`src/rtl/core/slwbc_pkg.sv`:
```
package slwbc_pkg;

    // Sizes of the memory behind the line
    localparam int unsigned MEM_BYTES  = 65536;
    localparam int unsigned MEM_BLOCKS = MEM_BYTES / 8;
    localparam int unsigned IDX_W      = (MEM_BLOCKS > 1) ? $clog2(MEM_BLOCKS) : 1;

    // Field widths
    localparam int unsigned ADDR_W  = 16;
    localparam int unsigned TAG_W   = 13;
    localparam int unsigned OFS_W   = 3;
    localparam int unsigned WORD_W  = 32;
    localparam int unsigned BLOCK_W = 64;
    localparam int unsigned COST_W  = 16;
    localparam int unsigned TIME_W  = 32;
    localparam int unsigned CFG_IDX_W = 8;

    // Register indexes of the configuration port
    localparam logic [CFG_IDX_W-1:0] CFG_MEM_READ   = 8'd0;
    localparam logic [CFG_IDX_W-1:0] CFG_MEM_WRITE  = 8'd1;
    localparam logic [CFG_IDX_W-1:0] CFG_LINE_READ  = 8'd2;
    localparam logic [CFG_IDX_W-1:0] CFG_LINE_WRITE = 8'd3;

    // Cost values after reset
    localparam logic [COST_W-1:0] RST_MEM_READ   = 16'd100;
    localparam logic [COST_W-1:0] RST_MEM_WRITE  = 16'd50;
    localparam logic [COST_W-1:0] RST_LINE_READ  = 16'd1;
    localparam logic [COST_W-1:0] RST_LINE_WRITE = 16'd1;

    // Access kinds
    localparam logic ACT_READ  = 1'b0;
    localparam logic ACT_WRITE = 1'b1;

    // Reciprocal for tag / MEM_BLOCKS; floor keeps the quotient at most one low
    localparam int unsigned SLOT_SHIFT = 26;
    localparam int unsigned QP_W       = TAG_W + SLOT_SHIFT;
    localparam logic [SLOT_SHIFT-1:0] SLOT_RECIP =
        SLOT_SHIFT'((64'd1 << SLOT_SHIFT) / MEM_BLOCKS);

    typedef enum logic [1:0] {
        ST_CLEAR,
        ST_IDLE,
        ST_ACCESS,
        ST_FINISH
    } t_state;

    // Controller to datapath
    typedef struct packed {
        logic clear;   // zero one memory block of the sweep
        logic load;    // capture the request
        logic access;  // memory fetch and write back
        logic commit;  // update line, time and result
    } t_dp_cmd;

    // Datapath to controller
    typedef struct packed {
        logic clear_last;
    } t_dp_status;

    // Approximate block quotient of a tag
    function automatic logic [TAG_W-1:0] slot_quot(input logic [TAG_W-1:0] tag);
        logic [QP_W-1:0] prod;
        prod = QP_W'(tag) * QP_W'(SLOT_RECIP);
        return prod[QP_W-1:SLOT_SHIFT];
    endfunction

endpackage

```
`src/rtl/core/slwbc_ctrl.sv`:
```
module slwbc_ctrl (
    input  logic                  i_clk,
    input  logic                  i_rst_n,
    input  logic                  i_in_valid,
    output logic                  o_in_ready,
    output logic                  o_out_valid,
    input  logic                  i_out_ready,
    output slwbc_pkg::t_dp_cmd    o_cmd,
    input  slwbc_pkg::t_dp_status i_status
);
    import slwbc_pkg::*;

    t_state r_state, n_state;
    logic   r_out_valid, n_out_valid;

    // State and result flag
    always_ff @(posedge i_clk) begin
        if (!i_rst_n) begin
            r_state     <= ST_CLEAR;
            r_out_valid <= 1'b0;
        end else begin
            r_state     <= n_state;
            r_out_valid <= n_out_valid;
        end
    end

    // Sequencing
    always_comb begin
        n_state     = r_state;
        n_out_valid = r_out_valid & ~i_out_ready;
        o_in_ready  = 1'b0;
        o_cmd       = '0;
        case (r_state)
            ST_CLEAR: begin
                o_cmd.clear = 1'b1;
                if (i_status.clear_last) begin
                    n_state = ST_IDLE;
                end
            end
            ST_IDLE: begin
                o_in_ready = 1'b1;
                if (i_in_valid) begin
                    o_cmd.load = 1'b1;
                    n_state    = ST_ACCESS;
                end
            end
            ST_ACCESS: begin
                o_cmd.access = 1'b1;
                n_state      = ST_FINISH;
            end
            ST_FINISH: begin
                // wait for the result register to free up
                if (!r_out_valid || i_out_ready) begin
                    o_cmd.commit = 1'b1;
                    n_out_valid  = 1'b1;
                    n_state      = ST_IDLE;
                end
            end
            default: begin
                n_state = ST_CLEAR;
            end
        endcase
    end

    assign o_out_valid = r_out_valid;

endmodule

```
`config.mk`:
```
export PLATFORM = sky130hd
export DESIGN_NAME = slwbc_ctrl
export DESIGN_NICKNAME = d
export VERILOG_FILES = /design/src/rtl/core/slwbc_pkg.sv /design/src/rtl/core/slwbc_ctrl.sv
export SDC_FILE = /design/constraint.sdc
export NUM_CORES = 1
export LEC_CHECK = 0
export BUFFER_PORTS_ARGS = -buffer_cell sky130_fd_sc_hd__buf_4
export CAP_MARGIN = 10
export CELL_PAD_IN_SITES_DETAIL_PLACEMENT = 1
export CELL_PAD_IN_SITES_GLOBAL_PLACEMENT = 2
export CORE_AREA = 2 2 39 41
export DETAILED_ROUTE_END_ITERATION = 7
export DIE_AREA = 0 0 41 43
export GPL_TIMING_DRIVEN = 1
export HOLD_SLACK_MARGIN = 0.1
export PLACE_DENSITY_LB_ADDON = 0.1
export SKIP_CTS_REPAIR_TIMING = 1
export SYNTH_ARGS = -nofsm -noshare
export SYNTH_HDL_FRONTEND = slang
export SYNTH_SLANG_ARGS = --single-unit
```
`constraint.sdc`:
```
create_clock -name i_clk -period 2 [get_ports i_clk]
set_clock_uncertainty 0.15 [all_clocks]
set_input_delay 0.6 -clock i_clk [delete_from_list [all_inputs] [get_ports i_clk]]
set_output_delay 0.6 -clock i_clk [all_outputs]
set_load 0.01 [all_outputs]
```
Word level (Yosys, flattened, before mapping)
Index checks and enable logic that the tools add are counted.

cells by class
  eq/ne operators = 6
  muxes and demuxes = 13
  bitwise logic cells = 2
  reductions and logical operators = 4

operators by type and width
  cell                                                             number
  1-bit 2-to-1 mux                                                 9
  2-bit one-hot mux with 4 select lines                            1
  2-bit 2-to-1 mux                                                 3
  2-bit != test, second input constant                             3
  2-bit == test, second input constant                             2
  3-bit AND reduction                                              1
  2-bit by 1-bit == test with 1-bit output, second input constant  1
  2-bit logical NOT                                                1
  1-bit bitwise AND                                                1
  1-bit logical NOT                                                1
  1-bit logical OR                                                 1
  1-bit NOT                                                        1

word-level totals
  register bits = 3
  input port bits = 5
  output and inout port bits = 6
  logic and storage cells = 27

Depth between registers and ports, before layout
Gate-level depths: netlist of run 1.

  word-level depth = 4
  depth in mapped cells = 4
  depth with buffers taken out = 4

Worst setup path after synthesis of run 1
Ideal clock, no wire load.

  path type = input -> output
  start point = input port i_out_ready
  end point = output port o_cmd[0] (netlist bit)
  data arrival time = 0.847 ns
  required time = 1.250 ns
  slack = 0.403 ns
  stages = 2
  buffers on the path = 0
  path through = nor2b_1 -> nor2b_1

RTL lines
  element      RTL line         RTL
  from (decl)  slwbc_ctrl.sv:7  input logic i_out_ready,
  to (decl)    slwbc_ctrl.sv:8  output slwbc_pkg::t_dp_cmd o_cmd,

==> results by group, run 1 <==
Run
  – Max-cap violations: 0

Detailed routing
  – DRC viols: 0
  – Routed wire length: 464 microns
  – Antenna Nets Post-Route: 0
  – DR iter-0 viols: 6
  – DR vias/cell: 3.642
  – Drt first pass iters: 4
  – Wire per inst: 8.755 microns
  – Vias: 193

Place
  – Port bufs: 10
  – Detailed placement HPWL: 383.6 microns
  – Post-place setup slack: 0.1250 ns
  – Final GP Congestion: 0.6541
  – Placement Cell Area: 307.8 sq um
  – # placed instances: 49

Cells and area
  – Area Growth Syn to Fin: 57.65%
  – Layout cells sized above 1: 0.3784
  – Most common cell after layout, fill and taps aside: buf_4
  – Final Util: 0.2423
  – Final non-filler cell total: 53
  – Post-layout net count: 48
  – Finished Cell Area: 335.3 sq um
  – Most frequent cells in the layout: buf_4, ha_1, inv_1, nand2_1, clkbuf_4
  – N_diodes: 0
  – Fillers: 166

Clock network
  – CTS H-tree depth: 1
  – Worst-path clk slew: 0.03 ns
  – Root buf cell: clkbuf_4
  – CTS tree: yes
  – Clk_lat worst skew: 0.23 ns
  – Cts bufs inserted: 3
  – Clk sink count: 3
  – CTS Buffer Depth: 2

Timing
  – Setup violators final: 0
  – Fin. max-slew vios: 0
  – Fin crit share: 0.9430
  – Setup TNS: 0 ns
  – F_max: 530.2 MHz
  – Slew HR: 0.6478
  – Tightest Pin Transition: 0.5283 ns
  – Setup ws final: 0.1140 ns
  – Final-report hold violation count: 0
  – RSZ-0062 raised after global routing: false
  – Minimum clock period: 1.886 ns

Floorplan
  – Die H: 43 microns
  – Ports: 11
  – Die Area: 1763 sq um
  – Core area: 1384 sq um
  – # rows: 14
  – Initial Util: 0.1537
  – Die span in x: 41 microns

Yosys
  – Seq cells post-synth: 3
  – Syn Inst Count: 23
  – Ys Warns: 0
  – Syn nets: 33
  – Sequential area share after synthesis: 0.2824
  – Syn Area/Cell: 9.248 sq um
  – Mapped Area: 212.7 sq um
  – Number of distinct library cells after synthesis: 10

Setup path
  – Critical Path RT: 1.25 ns
  – Crit path capture type: output pin
  – Crit path arrival time: 1.14 ns
  – Critical path type: flop to output pin
  – Critical Path Source: r_state[1]$_SDFFE_PN0P_
  – R2R Path Start: r_state[0]$_SDFFE_PN0P_
  – Critical path fanouts, max: 4
  – Critical path launch point type: flop

Global routing
  – Antenna violations before repair: 0
  – Largest net degree at the start of global routing: 6
  – Total congestion overflow: 0
  – Vias in the first global route: 193
  – First-pass GRT wire length: 800 microns
  – Global Route Usage Sum: 0.07422

Power
  – Peak supply drop: 328.1 uV
  – PwrDens: 1175 nW/um^2
  – Static Leak: 0.0001788 uW

Status
  – Outcome: finished, final reports clean

Min path
  – Hold crit path type: flop to flop
  – Hold_sp: r_state[1]$_SDFFE_PN0P_
## sequential cells by signal (all words and copies together), names as in the netlist
register and count:
r_state 2, o_out_valid 1
## layer usage
metal	global-route usage	part of all wire	vias up
li1	-	-	101
met1	0.08654	0.42	81
met2	0.09063	0.42	11
met3	0.07853	0.15	0
met4	0.02000	0	0
met5	0	0	-
## cell families after synthesis
group	Yosys count	synth area share
fa+ha+maj	5	0.2941
simple gates	7	0.1765
flops	3	0.2824
compound gates	2	0.08237
mux	2	0.09412
buf+inv	4	0.07057
## worst max-delay path, cell delays in order (launching register included)
cell,delay (ns)
dfxtp_2,0.34
inv_1,0.08
ha_1,0.21
and2_1,0.14
buf_4,0.14
## area by class of cell
type | count | area (sq um) | area share
timing repair buffer | 10 | 75.07 | 0.2239
inverter | 4 | 15.01 | 0.04478
multi-input combinational | 16 | 137.6 | 0.4104
sequential | 3 | 61.31 | 0.1828
tap | 16 | 20.02 | 0.05970
clock buffer | 4 | 26.28 | 0.07836
## metrics by stage
step / hold slack, ns / power (uW)
after CTS: 0.3680 / 406.2
after detailed placement: 0.3616 / 296.2
after global placement: 0.3624 / 298.1
after global routing: 0.3693 / 443.1
after floorplan: 0.3177 / 211.8
final: 0.3333 / 394.0
## synthesized netlist by cell type
cell type | n | area, sq um
or2b_1 | 1 | 7.510
a222oi_1 | 1 | 10.01
and2_1 | 1 | 6.260
nor2b_1 | 2 | 12.51
o21a_1 | 1 | 7.510
inv_1 | 4 | 15.01
ha_1 | 5 | 62.56
mux2i_1 | 2 | 20.02
nand2_1 | 3 | 11.26
dfxtp_1 | 3 | 60.06
## power breakdown
part           internal [uW]  switching (uW)  total [uW]
clock                   74.5            28.2         103
sequential              80.3            21.4         102
combinational            101            88.4         189
total                    256             138         394
## worst paths after layout
kind / to / slack [ns] / cells after the start
worst max-delay path: o_cmd[2] / 0.11 / 4
worst min-delay path: r_state[1]$_SDFFE_PN0P_ / 0.33 / 2
worst max register to register: r_state[0]$_SDFFE_PN0P_ / 0.30 / 4
worst min register to register: r_state[1]$_SDFFE_PN0P_ / 0.33 / 2
No activity file was read; power rests on OpenSTA's default activity.
==> run 2, diff against run 1 <==
==> constraint.sdc (replaced) <==
create_clock -name i_clk -period 2 [get_ports i_clk]
set_clock_uncertainty 0.15 [all_clocks]
set_input_delay 0.1 -clock i_clk [delete_from_list [all_inputs] [get_ports i_clk]]
set_output_delay 0.1 -clock i_clk [all_outputs]
set_load 0.01 [all_outputs]
==> results by group, run 2 (synthesis gave the netlist of run 1 again) <==
Detailed routing
  – DRC viols: 0 (unchanged)
  – Metal2 WL: 209 microns (+7.2%)
  – Routed wire length: 466 microns (+0.43%)
  – Antenna Nets Post-Route: 0 (unchanged)
  – Vias: 210 (+8.8%)
  – DR WL met3: 69 microns (-2.8%)
  – DR vias/cell: 3.818 (+4.9%)
  – Wl on met1: 187 microns (-5.1%)
  – Wire per inst: 8.473 microns (-3.2%)
  – DR iter-0 viols: 6 (unchanged)
  – Top layer in use: met3
  – Drt first pass iters: 4 (unchanged)

Setup path
  – Critical path launch point type: flop
  – Critical path type: flop to flop
  – Crit path capture type: flop
  – Crit path arrival time: 1.67 ns (+0.53 ns)
  – Critical path fanouts, max: 5 (+1)
  – Critical Path RT: 2.01 ns (+0.76 ns)

Clock network
  – CTS Buffer Depth: 2 (unchanged)
  – Root buf cell: clkbuf_4
  – Worst-path clk slew: 0.04 ns (about the same)
  – Clk_lat worst skew: 0.23 ns (about the same)
  – Clk sink count: 3 (unchanged)
  – Cts bufs inserted: 3 (unchanged)
  – CTS tree: yes
  – CTS H-tree depth: 1 (unchanged)

Global routing
  – Antenna violations before repair: 0 (unchanged)
  – Global Route Usage Sum: 0.06520 (-0.009027)
  – First-pass GRT wire length: 696 microns (-13%)
  – Vias in the first global route: 191 (-1.0%)
  – Total congestion overflow: 0 (unchanged)
  – Largest net degree at the start of global routing: 6 (unchanged)

Min path
  – Hold crit path type: primary input to flop

Cells and area
  – Max reg flops: 2 (unchanged)
  – Most frequent cells in the layout: buf_4, ha_1, inv_1
  – FF+latch area: 60.06 sq um (-2.0%)
  – Fillers: 160 (-3.6%)
  – Largest Register: r_state
  – Area of the multi-input gates: 137.6 sq um (unchanged)
  – Finished Cell Area: 354.1 sq um (+5.6%)
  – N_diodes: 0 (unchanged)
  – Most common cell after layout, fill and taps aside: buf_4
  – Area Growth Syn to Fin: 66.47%
  – Post-layout net count: 50 (+4.2%)
  – Layout cells sized above 1: 0.3333 (-0.04505)

Power
  – Int Power: 257.8 uW (+0.73%)
  – Static Leak: 0.0001895 uW (+5.9%)
  – Peak supply drop: 283.5 uV (-14%)
  – Net switching power: 138.0 uW (about the same)
  – PwrDens: 1118 nW/um^2 (-4.9%)
  – Sw Ratio: 0.3486 (-0.001719)
  – Overall Power: 395.8 uW (+0.47%)
  – Flop pwr share: 0.250 (-0.008)
  – Comb pwr share: 0.487 (+0.006)
  – Clk network pwr share: 0.262 (about the same)

Floorplan
  – Die H: 43 microns (unchanged)
  – # rows: 14 (unchanged)
  – Ports: 11 (unchanged)
  – Die span in x: 41 microns (unchanged)
  – Die Area: 1763 sq um (unchanged)
  – Core area: 1384 sq um (unchanged)
  – Initial Util: 0.1537 (unchanged)

Timing
  – RSZ-0062 raised after global routing: false
  – Minimum clock period: 1.664 ns (-0.2215 ns)
  – Slew HR: 0.6543 (+0.006543)
  – F_max: 600.8 MHz (+13%)
  – Fin crit share: 0.8322 (-0.1108)
  – Setup ws final: 0.3355 ns (+0.2215 ns)
  – Tightest Pin Transition: 0.5185 ns (-0.009815 ns)
  – Setup TNS: 0 ns (unchanged)
  – Fin. max-slew vios: 0 (unchanged)
  – Final-report hold violation count: 0 (unchanged)
  – Setup violators final: 0 (unchanged)

Place
  – Port bufs: 10 (unchanged)
  – Placement Cell Area: 307.8 sq um (unchanged)
  – Final GP Congestion: 0.6374 (-2.6%)
  – Detailed placement HPWL: 392.4 microns (+2.3%)
  – Post-place setup slack: 0.3177 ns (+0.1927 ns)

Run
  – Max-cap violations: 0 (unchanged)

Status
  – Outcome: finished, final reports clean
[run 2: path summary, 6_finish.rpt]
path	start	endpoint	slack, ns	cells past startpoint
setup / recovery	r_state[0]$_SDFFE_PN0P_	r_state[1]$_SDFFE_PN0P_	0.34	4
hold / removal	i_in_valid	r_state[0]$_SDFFE_PN0P_	0.18	4
setup reg to reg	r_state[0]$_SDFFE_PN0P_	r_state[1]$_SDFFE_PN0P_	0.34	4
hold reg to reg	r_state[1]$_SDFFE_PN0P_	r_state[1]$_SDFFE_PN0P_	0.36	2
[run 2: metal layers]
layer / up-vias / GRT usage
met4: 0 / 0.04000
met3: 0 / 0.06283
met1: 94 / 0.06090
met2: 11 / 0.08750
li1: 105 / -
met5: - / 0
[run 2: per-stage QoR]
stage / hold slack [ns] / instances / util
global route: 0.2025 / 55 / 0.2559
finish: 0.1844 / 55 / 0.2559
detailed placement: 0.1982 / 49 / 0.2224
global placement: 0.1962 / 49 / 0.2224
CTS: -0.04520 / 53 / 0.2414
floorplan: 0.06779 / 23 / -
[run 2: worst max-delay path: stages, from the launching register on]
cell and delay (ns):
dfxtp_1 0.39, inv_1 0.09, ha_1 0.22, a222oi_1 0.51, mux2i_1 0.24
[run 2: final cells by class]
type,instances,share of cell area
inverters,4,0.04240
flip-flops and latches,3,0.1696
multi-input cells,16,0.3887
repair buffers,12,0.2686
clock buffers,4,0.07420
well taps,16,0.05654
[run 2: power groups by stage]
stage,logic (uW),registers (uW),clock network [uW]
global route,219,102,119
floorplan,116,96.1,0
finish,193,99.1,104
global placement,199,99.0,0
detailed placement,193,101,0
CTS,194,99.9,112
